## src/rtl/core/image_rotate_90_multiples_macros.svh

```systemverilog
// ----------------------------------------------------------------------------
// Assertion macros for the frame rotator.
// Each macro checks a property on the rising edge of clock, off during reset.
// ----------------------------------------------------------------------------
`ifndef IMAGE_ROTATE_90_MULTIPLES_MACROS_SVH
`define IMAGE_ROTATE_90_MULTIPLES_MACROS_SVH

// Same-cycle implication.
`define IROT_ASSERT_IMP(label, ante, cons, msg) \
   label: assert property (@(posedge clock) disable iff (reset) (ante) |-> (cons)) \
      else $error(msg);

// Next-cycle implication.
`define IROT_ASSERT_NXT(label, ante, cons, msg) \
   label: assert property (@(posedge clock) disable iff (reset) (ante) |=> (cons)) \
      else $error(msg);

`endif

```

## src/rtl/core/irot90_pkg.sv

```systemverilog
// ----------------------------------------------------------------------------
// irot90_pkg
// Types and fixed constants shared by the frame rotator modules.
// ----------------------------------------------------------------------------
package irot90_pkg;

   localparam int POS_W    = 9;
   localparam int SAMPLE_W = 16;
   localparam int DIM_W    = 10;
   localparam int SPP_W    = 3;
   localparam int LANES    = 4;
   localparam int CSR_AW   = 4;
   localparam int CSR_DW   = 32;

   typedef enum logic [1:0] {
      MODE_NONE = 2'd0,
      MODE_90   = 2'd1,
      MODE_180  = 2'd2,
      MODE_270  = 2'd3
   } mode_type;

   typedef enum logic {
      KIND_WRITE = 1'b0,
      KIND_READ  = 1'b1
   } kind_type;

   typedef enum logic [1:0] {
      STATUS_OK          = 2'd0,
      STATUS_RANGE       = 2'd1,
      STATUS_UNSUPPORTED = 2'd2
   } status_type;

   typedef enum logic [1:0] {
      REG_ROTATION_MODE     = 2'd0,
      REG_SOURCE_WIDTH      = 2'd1,
      REG_SOURCE_HEIGHT     = 2'd2,
      REG_SAMPLES_PER_PIXEL = 2'd3
   } reg_index_type;

   localparam logic [DIM_W-1:0] WIDTH_RESET  = 10'd512;
   localparam logic [DIM_W-1:0] HEIGHT_RESET = 10'd512;
   localparam logic [SPP_W-1:0] SPP_RESET    = 3'd3;

   typedef struct packed {
      mode_type           mode;
      logic [DIM_W-1:0]   width;
      logic [DIM_W-1:0]   height;
      logic [SPP_W-1:0]   spp;
   } cfg_type;

   typedef struct packed {
      status_type         status;
      logic [LANES-1:0]   lane_en;
      logic               mem_write;
      logic               mem_read;
   } access_type;

endpackage

```

## src/rtl/core/irot90_csr.sv

```systemverilog
// ----------------------------------------------------------------------------
// irot90_csr
// Configuration registers behind the APB-style port.
// ----------------------------------------------------------------------------
module irot90_csr (
   input  logic                                clock,
   input  logic                                reset,
   input  logic                                psel,
   input  logic                                penable,
   input  logic                                pwrite,
   input  logic [irot90_pkg::CSR_AW-1:0]       paddr,
   input  logic [irot90_pkg::CSR_DW-1:0]       pwdata,
   output logic [irot90_pkg::CSR_DW-1:0]       prdata,
   output logic                                pready,
   output irot90_pkg::cfg_type                 cfg
);

   irot90_pkg::mode_type               mode_ff, mode_in;
   logic [irot90_pkg::DIM_W-1:0]       width_ff, width_in;
   logic [irot90_pkg::DIM_W-1:0]       height_ff, height_in;
   logic [irot90_pkg::SPP_W-1:0]       spp_ff, spp_in;
   irot90_pkg::reg_index_type          index;
   logic                               wr_en;

   assign pready = 1'b1;
   assign index  = irot90_pkg::reg_index_type'(paddr[3:2]);
   assign wr_en  = psel && penable && pwrite && pready;

   always_comb begin
      mode_in   = mode_ff;
      width_in  = width_ff;
      height_in = height_ff;
      spp_in    = spp_ff;
      if (wr_en) begin
         unique case (index)
            irot90_pkg::REG_ROTATION_MODE: begin
               mode_in = irot90_pkg::mode_type'(pwdata[1:0]);
            end
            irot90_pkg::REG_SOURCE_WIDTH: begin
               width_in = pwdata[irot90_pkg::DIM_W-1:0];
            end
            irot90_pkg::REG_SOURCE_HEIGHT: begin
               height_in = pwdata[irot90_pkg::DIM_W-1:0];
            end
            irot90_pkg::REG_SAMPLES_PER_PIXEL: begin
               spp_in = pwdata[irot90_pkg::SPP_W-1:0];
            end
            default: begin
               mode_in = mode_ff;
            end
         endcase
      end
   end

   always_ff @(posedge clock) begin
      if (reset) begin
         mode_ff   <= irot90_pkg::MODE_NONE;
         width_ff  <= irot90_pkg::WIDTH_RESET;
         height_ff <= irot90_pkg::HEIGHT_RESET;
         spp_ff    <= irot90_pkg::SPP_RESET;
      end else begin
         mode_ff   <= mode_in;
         width_ff  <= width_in;
         height_ff <= height_in;
         spp_ff    <= spp_in;
      end
   end

   always_comb begin
      unique case (index)
         irot90_pkg::REG_ROTATION_MODE: begin
            prdata = irot90_pkg::CSR_DW'(mode_ff);
         end
         irot90_pkg::REG_SOURCE_WIDTH: begin
            prdata = irot90_pkg::CSR_DW'(width_ff);
         end
         irot90_pkg::REG_SOURCE_HEIGHT: begin
            prdata = irot90_pkg::CSR_DW'(height_ff);
         end
         irot90_pkg::REG_SAMPLES_PER_PIXEL: begin
            prdata = irot90_pkg::CSR_DW'(spp_ff);
         end
         default: begin
            prdata = '0;
         end
      endcase
   end

   assign cfg.mode   = mode_ff;
   assign cfg.width  = width_ff;
   assign cfg.height = height_ff;
   assign cfg.spp    = spp_ff;

endmodule

```

## config.mk

```make
export PLATFORM = sky130hd
export DESIGN_NAME = irot90_csr
export DESIGN_NICKNAME = d
export VERILOG_FILES = /design/src/rtl/core/image_rotate_90_multiples_macros.svh /design/src/rtl/core/irot90_pkg.sv /design/src/rtl/core/irot90_csr.sv
export SDC_FILE = /design/constraint.sdc
export NUM_CORES = 1
export LEC_CHECK = 0
export ABC_AREA = 0
export BUFFER_PORTS_ARGS = -buffer_cell sky130_fd_sc_hd__buf_2
export CAP_MARGIN = 40
export CORE_ASPECT_RATIO = 1.1
export CORE_UTILIZATION = 44
export CTS_CLUSTER_SIZE = 30
export DETAILED_ROUTE_END_ITERATION = 7
export GPL_TIMING_DRIVEN = 0
export HOLD_SLACK_MARGIN = 0.15
export PLACE_DENSITY_LB_ADDON = 0.15
export RECOVER_POWER = 50
export SYNTH_ARGS = -nofsm -noshare
export SYNTH_HDL_FRONTEND = slang
export SYNTH_SLANG_ARGS = --single-unit
```

## constraint.sdc

```tcl
create_clock -name clock -period 1.8 [get_ports clock]
set_clock_uncertainty 0.15 [all_clocks]
set_input_delay 0.45 -clock clock [delete_from_list [all_inputs] [get_ports clock]]
set_output_delay 0.45 -clock clock [all_outputs]
set_load 0.02 [all_outputs]
```

==> impl_metrics.toml, run 1 <==
[power]
peakVddDrop_v = 0.000322
p_comb_share_pct = 22.5
power.leakage_nw = 1.02
power_density_nw_per_um2 = 532
share_clk_of_total_power_pct = 23.9
sw_frac_of_total_pct = 28.1
seqPwrFrac_pct = 53.6
switching_power_mw = 0.297
power.internal_mw = 0.759

[timing]
drv_slew = 0
rsz0062_at_grt = "yes"
setup_viol = 3
setup_tns_ns = -0.189
fin_ws_ns = -0.0839
hold_viol_final = 0
fmax_mhz = 531
post-route-period-util_pct = 105
finalCriticalPeriod_ns = 1.88

[outcome]
violations = "setup timing"
outcome = "finished, violations left"

[worst_hold_path]
hold_class = "primary input to register"
min-delay-start = "pwdata[9]"

[global_route]
grt_max_degree = 14
antenna_found_initial = 0
grt_pass1_vias = 1085
overflow = 0
grt_usage_pct = 18.9
grt_first_pass_wirelength_um = 4990

[drt]
routedWlPerCell_um = 13.0
ant_nets = 0
drc = 0
drt_pass1_iterations = 4
drt_iter0_drc = 15
vias_per_cell = 4.65
wirelength_um = 3370
num_vias = 1205

[critical_path]
r2r_slack_ns = 0.91
r2r_start = "spp_ff[1]$_SDFFE_PP1P_"
worstPathMaxFanout = 2
cp_data_required_time_ns = 1.20
worst_setup_path_end_kind = "primary output"
cp-start-kind = "register"
reg2reg_to = "spp_ff[1]$_SDFFE_PP1P_"
cp-endpoint = "prdata[0]"
rr_worst_depth = 3
crit_start = "width_ff[0]$_SDFFE_PP0P_"
arrival_ns = 1.28
crit_type = "register to primary output"

[floorplanning]
die_h_um = 61.3
dieArea_um2 = 3430
io-pin-count = 99
initial_core_util_pct = 46.2
core_area_um2 = 3050
rows = 21
die_w_um = 55.9

[place]
post-place-ws_ns = -0.176
port_buffers = 50
place_congestion = 0.700
dp_hpwl_um = 2340
dp_cells = 245

[yosys]
synth_area_per_cell_um2 = 10.1
syn_inst = 140
seq_area_frac_synth_pct = 35.6
netlist_area_um2 = 1410
ys_types = 18
ys_ff_latch = 25
synth_warnings = 0

[layout]
final.fill_count = 259
drive_gt1_share_pct = 47.1
syn2layout_area_growth_pct = 41.0
antennaDiodeCount = 0
final_cells = 259
finish.net_count = 267

[clock_tree]
hold_buffers = 0
cts.path.max_buffers = 2
cts_max_level = 1
cts_tree = "yes"
path_clk_slew_ns = 0.14
root_buffer = "clkbuf_4"
cts_made_buffers = 3
cts_sinks = 25
insertion_delay_ns = 0.31

[flow_run]
cap_violations = 0
[critical path: stages, from the launching register on]
cell	delay (ns)
dfxtp_2	0.35
mux4_2	0.47
buf_6	0.15
[flip-flops by register name (all words and copies together), names as in the netlist]
| name | count |
|---|---|
| spp_ff | 3 |
| mode_ff | 2 |
| height_ff | 10 |
| width_ff | 10 |
[synthesized netlist by cell type]
cell / n / share of area [%]
nor2_1: 8 / 2.1
nor2b_4: 1 / 0.98
conb_1: 2 / 0.53
mux2i_1: 25 / 18
and3_2: 2 / 1.1
clkbuf_1: 5 / 1.3
a22o_1: 8 / 5.0
and2_4: 2 / 1.2
mux2_2: 1 / 0.80
nand2b_1: 30 / 13
buf_4: 24 / 13
dfxtp_1: 25 / 36
buf_6: 1 / 0.80
nand2_1: 1 / 0.27
mux4_1: 2 / 3.7
nor2b_1: 1 / 0.44
buf_12: 1 / 1.4
nand2_4: 1 / 0.80
[layout by cell type (no fill, tap or decap), types with 2 or more instances in the layout]
cell / n
conb_1: 23
buf_4: 32
mux2i_1: 25
buf_6: 14
dfxtp_1: 15
nor2_1: 8
a22o_1: 8
dfxtp_2: 10
buf_2: 35
clkbuf_1: 9
nor2b_4: 2
nand2b_1: 30
and2_4: 2
and3_2: 2
mux4_2: 2
clkbuf_4: 3
buf_12: 2
[how the worst min path moves through the flow]
stage / end / depth (start not counted) / slack, ns
floorplan: height_ff[0]$_SDFFE_PP0P_ / 2 / 0.40
finish: height_ff[9]$_SDFFE_PP1P_ / 3 / 0.25
global placement: spp_ff[2]$_SDFFE_PP0P_ / 2 / 0.32
global route: width_ff[5]$_SDFFE_PP0P_ / 3 / 0.25
detailed placement: height_ff[4]$_SDFFE_PP0P_ / 2 / 0.33
CTS: width_ff[4]$_SDFFE_PP0P_ / 3 / 0.25
[per-layer routing]
layer  wire length (µm)  GRT usage [%]  vias to the layer above
met4                 59           8.01                        0
met1               1370           20.9                      565
met5                  0              0                        -
met2               1780           37.0                       48
li1                   -              -                      586
met3                166           2.94                        6
[final cells by class]
class,instances,area [µm²],share of cell area [%]
buffer,31,234,11.8
multi-input combinational,105,759,38.3
clock buffer,4,26.3,1.32
tap,34,42.5,2.14
sequential,25,513,25.9
timing repair buffer,60,409,20.6
[logic make-up (layout without fill, tap and decap cells)]
group                  after synthesis  after routing  share of synthesized area [%]
buffers and inverters               31             95                           16.4
AND/OR/NAND/NOR                     46             46                           20.3
multiplexers                        28             28                           22.3
other                                2             23                          0.534
flip-flops                          25             25                           35.6
AO/OA/AOI/OAI                        8              8                           4.98
[power by group through the flow]
stage / registers, mW / logic (mW) / clock network, mW
final: 0.566 / 0.238 / 0.253
after global routing: 0.567 / 0.254 / 0.279
after detailed placement: 0.578 / 0.211 / 0
after CTS: 0.566 / 0.233 / 0.252
after global placement: 0.578 / 0.208 / 0
after floorplan: 0.586 / 0.152 / 0
[timing repair]
action	in CTS	in global routing
setup buffers	8	1
endpoints found under the setup margin	10	10
resized for setup	33	11
pin swaps	1	6
gates cloned	1	0
[per-stage QoR]
step	utilization (%)	power, mW	area, µm²	hold WS [ns]
after global placement	58.4	0.785	1780	0.318
after detailed placement	58.4	0.789	1780	0.330
after global routing	65.1	1.10	1980	0.248
final	65.1	1.06	1980	0.254
after CTS	63.8	1.05	1940	0.253
after floorplan	-	0.738	1490	0.403
(Power assumes the default switching activity.)
==> run 2, diff against run 1 <==
--- a/config.mk
+++ b/config.mk
@@ -12,10 +12,10 @@
 export CORE_UTILIZATION = 44
 export CTS_CLUSTER_SIZE = 30
 export DETAILED_ROUTE_END_ITERATION = 7
-export GPL_TIMING_DRIVEN = 0
 export HOLD_SLACK_MARGIN = 0.15
 export PLACE_DENSITY_LB_ADDON = 0.15
 export RECOVER_POWER = 50
 export SYNTH_ARGS = -nofsm -noshare
 export SYNTH_HDL_FRONTEND = slang
 export SYNTH_SLANG_ARGS = --single-unit
+export TNS_END_PERCENT = 10
==> constraint.sdc (replaced) <==
create_clock -name clock -period 1.8 [get_ports clock]
set_clock_uncertainty 0.15 [all_clocks]
set_input_delay 0.27 -clock clock [delete_from_list [all_inputs] [get_ports clock]]
set_output_delay 0.27 -clock clock [all_outputs]
set_load 0.02 [all_outputs]
==> run 2 against run 1 <==
Effect of this change:
- the run now ends clean
- combinational power decreased by 26%
- clock power decreased by 4%
- sequential power about the same
- highest routed layer unchanged
- sequential cell count unchanged
- critical path type unchanged
- power decreased by 6.6%
==> impl_metrics.toml, run 2 (synthesis gave the netlist of run 1 again) <==
[outcome]
outcome = "completed"

[critical_path]
worst_setup_path_end_kind = "primary output"
crit_start = "height_ff[0]$_SDFFE_PP0P_"
worstPathMaxFanout = 3
cp_data_required_time_ns = 1.38
path_cells = "mux4_1, buf_2"
arrival_ns = 1.33
crit_buf_inv = 1
cp-start-kind = "register"
crit_type = "register to primary output"
worst_path_max_delay_cell = "mux4_1"
max_stage_delay_ns = 0.50
crit_family = "multiplexers"
r2r_start = "mode_ff[0]$_SDFFE_PP0P_"

[floorplanning]
dieArea_um2 = 3430
die_w_um = 55.9
core_area_um2 = 3050
die_h_um = 61.3
rows = 21
initial_core_util_pct = 46.2
io-pin-count = 99

[power]
finalPower_mw = 0.987
power.leakage_nw = 0.831
power_density_nw_per_um2 = 591
peakVddDrop_v = 0.000429

[global_route]
grt_pass1_vias = 939
grt_max_degree = 38
overflow = 0
grt_first_pass_wirelength_um = 4200
grt_usage_pct = 15.4
antenna_found_initial = 0

[layout]
antennaDiodeCount = 0
final_common_cell = "buf_2"
reg_top3 = "height_ff x10, width_ff x10, spp_ff x3"
drive_gt1_share_pct = 27.4
final_cells = 231
most-common-layout-cells = "44 x buf_2, 30 x nand2b_1, 25 x mux2i_1, 25 x dfxtp_1, 23 x conb_1"
finish.net_count = 239
utilization_pct = 54.8
syn2layout_area_growth_pct = 18.7

[drt]
wirelength_um = 2770
drt_pass1_iterations = 4
drt_iter0_drc = 14
num_vias = 1086
vias_per_cell = 4.70
ant_nets = 0
routedWlPerCell_um = 12.0
drc = 0

[clock_tree]
hold_buffers = 10
insertion_delay_ns = 0.30
cts_made_buffers = 3
cts_resized = 0
path_clk_slew_ns = 0.13
cts_sinks = 25
cts_tree = "yes"
root_buffer = "clkbuf_4"
post_cts_buffers = 0
cts.path.max_buffers = 2
cts_max_level = 1

[worst_hold_path]
min-delay-start = "paddr[2]"
hold_class = "primary input to register"

[timing]
worst_pin_slew_ns = 0.655
rsz0062_at_grt = "no"
relSlewSlack_pct = 56.3
setup_tns_ns = 0
drv_slew = 0
hold_viol_final = 0
setup_viol = 0
finalCriticalPeriod_ns = 1.75
fmax_mhz = 573
post-route-period-util_pct = 97.0

[place]
port_buffers = 51
place_congestion = 0.713
dp_hpwl_um = 1950
dp_cells = 217

[flow_run]
cap_violations = 0
## run 2: area by class of cell
type	instances	area, µm²
Clock buffer	4	26.3
Fill cell	281	1380
Multi-Input combinational cell	105	738
Sequential cell	25	500
Tap cell	34	42.5
Timing Repair Buffer	63	363
## run 2: worst paths after layout
check / endpoint / slack [ns] / depth (start not counted)
setup / recovery: prdata[0] / 0.05 / 2
hold / removal: mode_ff[1]$_SDFFE_PP0P_ / 0.26 / 4
setup reg to reg: mode_ff[0]$_SDFFE_PP0P_ / 1.01 / 2
hold reg to reg: height_ff[0]$_SDFFE_PP0P_ / 0.35 / 2
## run 2: metrics by stage
step | hold WS (ns) | instance area, µm² | setup WS [ns]
2_1_floorplan | 0.287 | 1490 | 0.385
3_3_place_gp | 0.316 | 1570 | 0.184
3_5_place_dp | 0.330 | 1570 | 0.182
4_1_cts | 0.285 | 1700 | 0.0441
5_1_grt | 0.281 | 1670 | 0.00990
6_report | 0.262 | 1670 | 0.0537
## run 2: worst min-delay path, delay by kind of cell
kind / cells / cell delay (ns)
buffers and inverters: 1 / 0.17
and+or+nand+nor: 2 / 0.17
muxes: 1 / 0.08
## run 2: where the power goes
| part | total, mW | internal [mW] | switching, mW |
|---|---|---|---|
| registers | 0.566 | 0.561 | 0.00523 |
| logic | 0.177 | 0.0670 | 0.110 |
| clock network | 0.244 | 0.0862 | 0.158 |
| total | 0.987 | 0.714 | 0.273 |
## run 2: routing by layer
metal  up-vias  track usage (%)  wire length [µm]
met4         0             4.18                20
li1        537                -                 -
met5         -                0                 0
met1       506             19.1              1270
met2        41             28.9              1370
met3         2             2.10               123
