## src/rtl/core/image_rotate_90_multiples_macros.svh

```systemverilog
// ----------------------------------------------------------------------------
// Assertion macros for the frame rotator.
// Each macro checks a property on the rising edge of clock, off during reset.
// ----------------------------------------------------------------------------
`ifndef IMAGE_ROTATE_90_MULTIPLES_MACROS_SVH
`define IMAGE_ROTATE_90_MULTIPLES_MACROS_SVH

// Same-cycle implication.
`define IROT_ASSERT_IMP(label, ante, cons, msg) \
   label: assert property (@(posedge clock) disable iff (reset) (ante) |-> (cons)) \
      else $error(msg);

// Next-cycle implication.
`define IROT_ASSERT_NXT(label, ante, cons, msg) \
   label: assert property (@(posedge clock) disable iff (reset) (ante) |=> (cons)) \
      else $error(msg);

`endif

```

## src/rtl/core/irot90_pkg.sv

```systemverilog
// ----------------------------------------------------------------------------
// irot90_pkg
// Types and fixed constants shared by the frame rotator modules.
// ----------------------------------------------------------------------------
package irot90_pkg;

   localparam int POS_W    = 9;
   localparam int SAMPLE_W = 16;
   localparam int DIM_W    = 10;
   localparam int SPP_W    = 3;
   localparam int LANES    = 4;
   localparam int CSR_AW   = 4;
   localparam int CSR_DW   = 32;

   typedef enum logic [1:0] {
      MODE_NONE = 2'd0,
      MODE_90   = 2'd1,
      MODE_180  = 2'd2,
      MODE_270  = 2'd3
   } mode_type;

   typedef enum logic {
      KIND_WRITE = 1'b0,
      KIND_READ  = 1'b1
   } kind_type;

   typedef enum logic [1:0] {
      STATUS_OK          = 2'd0,
      STATUS_RANGE       = 2'd1,
      STATUS_UNSUPPORTED = 2'd2
   } status_type;

   typedef enum logic [1:0] {
      REG_ROTATION_MODE     = 2'd0,
      REG_SOURCE_WIDTH      = 2'd1,
      REG_SOURCE_HEIGHT     = 2'd2,
      REG_SAMPLES_PER_PIXEL = 2'd3
   } reg_index_type;

   localparam logic [DIM_W-1:0] WIDTH_RESET  = 10'd512;
   localparam logic [DIM_W-1:0] HEIGHT_RESET = 10'd512;
   localparam logic [SPP_W-1:0] SPP_RESET    = 3'd3;

   typedef struct packed {
      mode_type           mode;
      logic [DIM_W-1:0]   width;
      logic [DIM_W-1:0]   height;
      logic [SPP_W-1:0]   spp;
   } cfg_type;

   typedef struct packed {
      status_type         status;
      logic [LANES-1:0]   lane_en;
      logic               mem_write;
      logic               mem_read;
   } access_type;

endpackage

```

## src/rtl/core/irot90_map.sv

```systemverilog
// ----------------------------------------------------------------------------
// irot90_map
// Maps a word's position to a frame memory address and decides its status.
// ----------------------------------------------------------------------------
module irot90_map #(
   parameter int MAX_DIM = 512
) (
   input  irot90_pkg::cfg_type                     cfg,
   input  logic                                    req_kind,
   input  logic [irot90_pkg::POS_W-1:0]            req_pos_row,
   input  logic [irot90_pkg::POS_W-1:0]            req_pos_col,
   output logic [$clog2(MAX_DIM*MAX_DIM)-1:0]      addr,
   output irot90_pkg::access_type                  acc
);

   localparam int IDX_W  = $clog2(MAX_DIM);
   localparam int ADDR_W = $clog2(MAX_DIM * MAX_DIM);
   localparam int LIM_W  = $clog2(MAX_DIM + 1);
   localparam int EXT_W  = (LIM_W > irot90_pkg::DIM_W) ? LIM_W : irot90_pkg::DIM_W;

   logic [EXT_W-1:0]               w_eff, h_eff, r_ext, c_ext, sr, sc;
   logic                           spp_ok;
   logic [irot90_pkg::SPP_W-1:0]   lanes;
   logic [irot90_pkg::LANES-1:0]   lane_en;
   irot90_pkg::status_type         status;
   irot90_pkg::kind_type           kind;

   assign kind = irot90_pkg::kind_type'(req_kind);

   always_comb begin
      // Sizes above the memory's dimension are clamped to it.
      w_eff = (EXT_W'(cfg.width) > EXT_W'(MAX_DIM)) ? EXT_W'(MAX_DIM) : EXT_W'(cfg.width);
      h_eff = (EXT_W'(cfg.height) > EXT_W'(MAX_DIM)) ? EXT_W'(MAX_DIM) : EXT_W'(cfg.height);
      r_ext = EXT_W'(req_pos_row);
      c_ext = EXT_W'(req_pos_col);
      spp_ok = (cfg.spp == 3'd1) || (cfg.spp == 3'd3) || (cfg.spp == 3'd4);
      status = irot90_pkg::STATUS_OK;
      sr = r_ext;
      sc = c_ext;
      if (kind == irot90_pkg::KIND_WRITE) begin
         if (r_ext >= h_eff || c_ext >= w_eff) begin
            status = irot90_pkg::STATUS_RANGE;
         end
      end else if (cfg.mode != irot90_pkg::MODE_NONE && !spp_ok) begin
         status = irot90_pkg::STATUS_UNSUPPORTED;
      end else begin
         unique case (cfg.mode)
            irot90_pkg::MODE_NONE: begin
               if (r_ext >= h_eff || c_ext >= w_eff) status = irot90_pkg::STATUS_RANGE;
            end
            irot90_pkg::MODE_90: begin
               if (r_ext >= w_eff || c_ext >= h_eff) status = irot90_pkg::STATUS_RANGE;
               sr = c_ext;
               sc = w_eff - r_ext - EXT_W'(1);
            end
            irot90_pkg::MODE_180: begin
               if (r_ext >= h_eff || c_ext >= w_eff) status = irot90_pkg::STATUS_RANGE;
               sr = h_eff - r_ext - EXT_W'(1);
               sc = w_eff - c_ext - EXT_W'(1);
            end
            irot90_pkg::MODE_270: begin
               if (r_ext >= w_eff || c_ext >= h_eff) status = irot90_pkg::STATUS_RANGE;
               sr = h_eff - c_ext - EXT_W'(1);
               sc = r_ext;
            end
            default: begin
               status = irot90_pkg::STATUS_RANGE;
            end
         endcase
      end
   end

   // In range, both source coordinates are below MAX_DIM, so the cut is lossless.
   assign addr = ADDR_W'(IDX_W'(sr)) * ADDR_W'(MAX_DIM) + ADDR_W'(IDX_W'(sc));

   assign lanes = (cfg.spp > 3'd4) ? 3'd4 : cfg.spp;

   always_comb begin
      for (int k = 0; k < irot90_pkg::LANES; k++) begin
         lane_en[k] = (kind == irot90_pkg::KIND_READ) &&
                      (status == irot90_pkg::STATUS_OK) &&
                      (irot90_pkg::SPP_W'(k) < lanes);
      end
   end

   assign acc.lane_en   = lane_en;
   assign acc.status    = status;
   assign acc.mem_write = (kind == irot90_pkg::KIND_WRITE) && (status == irot90_pkg::STATUS_OK);
   assign acc.mem_read  = (kind == irot90_pkg::KIND_READ) && (status == irot90_pkg::STATUS_OK);

endmodule

```

## config.mk

```make
export PLATFORM = sky130hd
export DESIGN_NAME = irot90_map
export DESIGN_NICKNAME = d
export VERILOG_FILES = /design/src/rtl/core/image_rotate_90_multiples_macros.svh /design/src/rtl/core/irot90_pkg.sv /design/src/rtl/core/irot90_map.sv
export SDC_FILE = /design/constraint.sdc
export NUM_CORES = 1
export LEC_CHECK = 0
export ABC_AREA = 0
export BUFFER_PORTS_ARGS = -buffer_cell sky130_fd_sc_hd__buf_4
export CORE_ASPECT_RATIO = 1.75
export CORE_MARGIN = 3
export CORE_UTILIZATION = 52
export DETAILED_ROUTE_END_ITERATION = 10
export GPL_TIMING_DRIVEN = 0
export PLACE_DENSITY = 0.81
export REMOVE_ABC_BUFFERS = 1
export SLEW_MARGIN = 20
export SYNTH_ARGS = -nofsm -noshare
export SYNTH_HDL_FRONTEND = slang
export SYNTH_SLANG_ARGS = --single-unit
```

## constraint.sdc

```tcl
create_clock -name vclk -period 2.86
set_input_delay 0.286 -clock vclk [all_inputs]
set_output_delay 0.286 -clock vclk [all_outputs]
set_load 0.05 [all_outputs]
```

==> metrics.txt, run 1 <==
outcome=finished with violations; violated checks=setup timing; Fill cells=365; worst slack on hold paths=883 ps; type of origin of the critical path=primary input; detailed placement HPWL=8060 µm; wire length of the first global-routing pass=17800 µm; summed instance area of the synthesized netlist=2880 µm²; final global-route overflow total=0; number of hold violations in the final report=0; Detailed Route WL=11500 µm; max-slew violation total from the final report=0; cell count after synthesis=414; number of core rows=35; weighted congestion at the end of routability-driven global placement=1.01; largest net degree at the start of global routing=39; actual transition at the worst max-transition pin=856 ps; Yosys top cell by area=ha_1; Peak Freq=0.308 GHz; number of flip-flops and latches=0; count of clock-net buffers in the final layout=0; sequential standard cell area=0 µm²; required arrival time at the worst endpoint=2570 ps; # setup viols final=18; buffers added on ports=70; die boundary height=104 µm; post-placement setup slack=-1320 ps; multi-input combinational cell area=3130 µm²; worst vdd ir=0.137 mV; setup slack after layout=-387 ps; Hold Crit Endpoint=acc[1]; power density relative to cell area=223 nW/µm²; combinational family with the most area after synthesis=compound AO/OA/AOI/OAI gates; final worst-path cycle share=114%; first-iteration detailed-routing DRC count=260; fraction of the mapped netlist area in simple logic gates=23.1%; Top-Level Pins=70; most common library cell in the layout ignoring fill and taps=buf_4; maximum fanout count along the critical path=5; register area share after synthesis=0%; switching power of the nets=0.549 mW; power share of the clock group=0%; portion of total power attributed to sequential cells=0%; adder-cell share of the synthesized area=28.9%; post-synthesis area per instance=6.95 µm²; diodes inserted=0; drt drc=0; area enclosed by the die boundary=6500 µm²; total design power=0.918 mW; total negative slack=-4840 ps; cell area after placement=3440 µm²; fraction of final layout cells sized beyond drive strength 1=34.6%; effective utilization at floorplan=54.3%; final antenna-violating net count=0; quantity of hold-fixing buffers added after cts=0; vias in the first global route=3709; number of antenna violations at the first check in global routing=0; CP Capture Type=output port; Core Box Area=5300 µm²; synthesized-area fraction occupied by ao, oa, aoi and oai cells=33.6%; Max transition margin=42.7%; leading post-synthesis cells by cell area=ha_1, a21oi_1, inv_1; proportion of power drawn by combinational gates=100.0%; Design Area, Final=4110 µm²; commonest cells after routing, fill and taps aside=buf_4, ha_1, inv_1, nand2_1, a21oi_1; max-cap violations=0; via count=3734; post-synth top area share=26.1%; CP Data Arrival Time=2960 ps; RSZ-0062 raised after global routing=yes; total number of yosys warnings=0; hold_sp=req_kind; internal power=0.369 mW; combined global-route utilization of all metal layers=33.3%; routed len/inst=20.5 µm; shortest clock period the worst path allows after layout=3250 ps; cell depth of the worst min-delay path=3; total iterations of the first detailed-routing run=7; die extent in x=62.2 µm; synth-to-layout area growth=42.9%; final layout net count=596; Crit Path Category=in -> out; mux cell area share after synthesis=2.57%; distinct cell type count after synthesis=64; leakage power summed over all cells=1.87 nW; via count normalized by instance count=6.67; XOR/XNOR Fraction of Synth Area=3.96%; type of the worst min-delay path=in -> out; fraction of power spent switching nets=59.8%
-- critical path, stage by stage --
cell and delay [ps]:
buf_8 100, nor4_4 330, nand2_1 150, o41ai_4 290, buf_6 200, nand2_4 70, ha_1 190, a211oi_2 300
nand2_1 160, a31oi_4 200, o22ai_4 100, a2bb2oi_4 190, nor3_2 200, buf_6 190
-- power by group through the flow --
stage / Clock, mW / Sequential, mW / Combinational [mW]
final: 0 / 0 / 0.918
after global routing: 0 / 0 / 0.972
after CTS: 0 / 0 / 0.853
after detailed placement: 0 / 0 / 0.723
after global placement: 0 / 0 / 0.710
after floorplan: 0 / 0 / 0.492
-- Yosys cell counts (all sizes together), types with 5 or more instances --
cell type	instances
buf	10
nor2b	10
nor2	28
o21ai	35
a21o	6
a221oi	10
nand2b	15
inv	43
a31oi	6
a21oi	38
nand2	34
nor3	14
a211oi	12
ha	60
nand3	5
xnor2	11
-- logic make-up (layout without fill, tap and decap cells) --
kind of cell | after synthesis | in the layout
buffers and inverters | 57 | 129
adder cells (fa/ha/maj) | 64 | 64
multiplexers | 7 | 7
AO/OA/AOI/OAI | 145 | 145
XOR/XNOR | 13 | 13
AND/OR/NAND/NOR | 128 | 128
-- how the worst max path moves through the flow --
stage / endpoint / start / slack, ps / cells past startpoint
3_5_place_dp: addr[8] / cfg[18] / -1320 / 13
3_3_place_gp: addr[8] / cfg[18] / -1370 / 13
6_report: acc[4] / cfg[18] / -390 / 14
2_1_floorplan: acc[2] / cfg[18] / -910 / 12
5_1_grt: acc[5] / cfg[9] / -510 / 14
4_1_cts: acc[5] / cfg[9] / -330 / 14
-- through the flow --
stage / cells / util [%]
2_1_floorplan: 401 / -
3_3_place_gp: 545 / 64.8
3_5_place_dp: 545 / 64.9
4_1_cts: 555 / 75.0
5_1_grt: 560 / 77.6
6_report: 560 / 77.6
-- final cells by class --
class / instances / share of cell area, %
Multi-Input combinational cell: 357 / 76.2
Timing Repair Buffer: 85 / 17.4
Inverter: 44 / 4.23
Tap cell: 74 / 2.25
-- what timing repair did --
item,in CTS,in global routing
buffers inserted,10,5
endpoints found under the setup margin,20,20
pin swaps,48,34
gates resized for setup,98,24
-- routing by layer --
layer	track usage (%)	part of all wire (%)	vias up
li1	-	-	1671
met1	34.6	34	1744
met2	60.8	50	236
met3	2.92	7.0	83
met4	24.4	9.2	0
met5	0	0	-
(Power assumes the default switching activity.)
==> inputs of run 2 (changes only) <==
- CORE_UTILIZATION: 52 -> 45
- PLACE_DENSITY: 0.81 -> 0.72
==> metrics.txt, run 2 (same netlist as run 1, synthesis figures left out) <==
buffers added on ports=70; commonest cells after routing, fill and taps aside=buf_4, ha_1, inv_1, nand2_1, a21oi_1; required arrival time at the worst endpoint=2570 ps; Top-Level Pins=70; Core Box Area=6020 µm²; actual transition at the worst max-transition pin=876 ps; Crit Path Category=in -> out; CP Data Arrival Time=3030 ps; multi-input combinational cell area=3130 µm²; count of clock-net buffers in the final layout=0; leakage power summed over all cells=1.91 nW; Detailed Route WL=11100 µm; setup slack after layout=-452 ps; CP Capture Type=output port; RSZ-0062 raised after global routing=yes; outcome=finished with violations; combined global-route utilization of all metal layers=28.3%; number of flip-flops and latches=0; number of antenna violations at the first check in global routing=0; first-iteration detailed-routing DRC count=220; vias in the first global route=3570; shortest clock period the worst path allows after layout=3310 ps; final antenna-violating net count=0; violated checks=setup timing; largest net degree at the start of global routing=39; quantity of hold-fixing buffers added after cts=0; max-slew violation total from the final report=0; diodes inserted=0; maximum fanout count along the critical path=6; number of hold violations in the final report=0; fraction of final layout cells sized beyond drive strength 1=36.6%; die boundary height=112 µm; power density relative to cell area=219 nW/µm²; via count normalized by instance count=6.12; Max transition margin=41.3%; worst vdd ir=0.153 mV; Peak Freq=0.302 GHz; number of core rows=37; most common library cell in the layout ignoring fill and taps=buf_4; wire length of the first global-routing pass=16700 µm; synth-to-layout area growth=44.9%; Fill cells=524; max-cap violations=0; final global-route overflow total=0; worst slack on hold paths=865 ps; final layout net count=602; routed len/inst=19.4 µm; via count=3487; detailed placement HPWL=8080 µm; type of origin of the critical path=primary input; final worst-path cycle share=116%; type of the worst min-delay path=in -> out; drt drc=0; total iterations of the first detailed-routing run=4; die extent in x=66.4 µm; weighted congestion at the end of routability-driven global placement=0.942; effective utilization at floorplan=47.8%; area enclosed by the die boundary=7430 µm²; sequential standard cell area=0 µm²; post-placement setup slack=-1150 ps; # setup viols final=18
[run 2: final cells by class]
type	count	share of cell area [%]
well taps	78	2.34
inverters	44	4.17
multi-input cells	357	75.0
repair buffers	91	18.5
[run 2: timing repair]
action	in CTS	in global routing
cloned	0	0
pin swaps	40	37
resized for setup	93	39
setup endpoints to repair	20	21
buffers inserted	12	10
[run 2: path summary, 6_finish.rpt]
path / startpoint / to / slack (ps) / cells after the start
worst max-delay path: cfg[18] / acc[5] / -450 / 15
worst min-delay path: req_kind / acc[1] / 870 / 3
[run 2: report_power, final]
part | switching (mW) | internal, mW | total, mW
logic | 0.538 | 0.375 | 0.913
registers | 0 | 0 | 0
clock network | 0 | 0 | 0
[run 2: layer usage]
layer	routed length, µm	global-route usage, %	vias up
met5	0	0	-
met4	733	16.3	0
met3	501	1.21	46
met2	5780	51.8	141
met1	4050	30.9	1615
li1	-	-	1685
[run 2: worst max-delay path, stage by stage]
cell       delay, ps
buf_8            100
nor4_4           330
nand2_1          130
o41ai_4          310
buf_4            190
nand2_4           60
inv_4             70
ha_4             230
a21o_1           160
a21o_1           170
a211oi_2         250
o21ba_4          190
a2bb2oi_4         90
nor3b_2          260
buf_6            200
[run 2: through the flow]
stage	power (mW)	cells	setup TNS (ps)	utilization, %	instance area [µm²]
after floorplan	0.492	401	-8990	-	2810
after global placement	0.714	549	-15760	57.1	3440
after detailed placement	0.724	549	-15190	57.2	3440
after CTS	0.838	561	-4790	65.6	3950
after global routing	0.972	570	-6450	69.3	4170
final	0.913	570	-4870	69.3	4170
==> inputs of run 3 (changes only) <==
- BUFFER_PORTS_ARGS: -buffer_cell sky130_fd_sc_hd__buf_4 -> unset
- CORE_MARGIN: 3 -> 2
- DONT_BUFFER_PORTS: unset -> 1
- PLACE_DENSITY: 0.72 -> unset
==> metrics.txt, run 3 (same netlist as run 1, synthesis figures left out) <==
# setup viols final=15; actual transition at the worst max-transition pin=1070 ps; Max transition margin=28.6%; crit path cell chain=nor4_4, nand2_2, o41ai_4, buf_6, nand2_4, inv_4, ha_1, a21oi_1, o21ai_2, a31oi_4, o22ai_2, a2bb2oi_4, nor3b_4; routed len/inst=21.6 µm; Crit Path Category=in -> out; Peak Freq=0.312 GHz; first-iteration detailed-routing DRC count=191; leakage power summed over all cells=1.57 nW; number of non-filler instances in the completed layout=498; max-slew violation total from the final report=0; buffers added on ports=0; area enclosed by the die boundary=7070 µm²; quantity of hold-fixing buffers added after cts=0; Core Box Area=6180 µm²; type of origin of the critical path=primary input; CP Data Arrival Time=2920 ps; worst vdd ir=0.0985 mV; diodes inserted=0; slowest library cell on the worst path=nor3b_4; drt drc=0; number of hold violations in the final report=0; worst slack on hold paths=671 ps; critical path's top delay family=simple AND/OR/NAND/NOR gates; vias in the first global route=3228; via count normalized by instance count=6.48; final layout net count=528; commonest cells after routing, fill and taps aside=ha_1, inv_1, nand2_1, nor2_1, a21oi_1; setup slack after layout=-346 ps; cell area after placement=2940 µm²; shortest clock period the worst path allows after layout=3210 ps; final global-route overflow total=0; RSZ-0062 raised after global routing=yes; number of core rows=38; CP Capture Type=output port; Detailed Route WL=10800 µm; most common library cell in the layout ignoring fill and taps=ha_1; fraction of final layout cells sized beyond drive strength 1=30.1%; final core utilization=61.5%; combined global-route utilization of all metal layers=29.5%; wire length of the first global-routing pass=16300 µm; outcome=finished with violations; final worst-path cycle share=112%; count of clock-net buffers in the final layout=0; via count=3226; multi-input combinational cell area=3390 µm²; largest net degree at the start of global routing=39; total negative slack=-3280 ps; Design Area, Final=3800 µm²; final antenna-violating net count=0; sequential standard cell area=0 µm²; placed insts=481; number of antenna violations at the first check in global routing=0; Top-Level Pins=70; maximum fanout count along the critical path=5; required arrival time at the worst endpoint=2570 ps; max-cap violations=0; violated checks=setup timing; synth-to-layout area growth=32.1%; power density relative to cell area=213 nW/µm²; weighted congestion at the end of routability-driven global placement=0.918; die boundary height=110 µm; number of flip-flops and latches=0; die extent in x=64.4 µm; detailed placement HPWL=7850 µm; largest stage delay on the critical path=530 ps; total iterations of the first detailed-routing run=4; type of the worst min-delay path=in -> out; effective utilization at floorplan=46.5%; Fill cells=581; worst path buffer plus inverter count=2
## run 3: cell count changes in the layout (fill, tap and decap cells not counted), sizes merged
cell,previous run,this run
buf,91,17
## run 3: path summary, 6_finish.rpt
kind      from  endpoint  slack [ps]  depth (start not counted)
max    cfg[18]    acc[5]        -350                         13
min   req_kind    acc[1]         670                          1
## run 3: final cells by class
| cell class | count | area share, % |
|---|---|---|
| inverters | 44 | 4.64 |
| well taps | 80 | 2.63 |
| multi-input cells | 357 | 89.2 |
| repair buffers | 17 | 3.55 |
## run 3: metal layers
layer | part of all wire (%) | GRT usage [%] | up-vias
met5 | 0 | 0 | -
met1 | 37 | 31.4 | 1507
li1 | - | - | 1530
met4 | 5.0 | 10.5 | 0
met3 | 6.7 | 4.50 | 37
met2 | 51 | 57.4 | 152
## run 3: through the flow
stage          total power, mW  worst slack (ps)
3_3_place_gp             0.584             -1840
4_1_cts                  0.720              -382
6_report                 0.811              -346
3_5_place_dp             0.593             -1630
2_1_floorplan            0.492              -912
5_1_grt                  0.866              -461
## run 3: power by group
part	internal (mW)	leakage, nW	switching [mW]	total, mW
clock	0	0	0	0
combinational	0.309	1.57	0.502	0.811
sequential	0	0	0	0
## run 3: repair_timing
action	CTS	global route
endpoints found under the setup margin	20	20
pin swaps	41	44
gates resized for setup	97	51
gates cloned	0	0
setup buffers	10	7
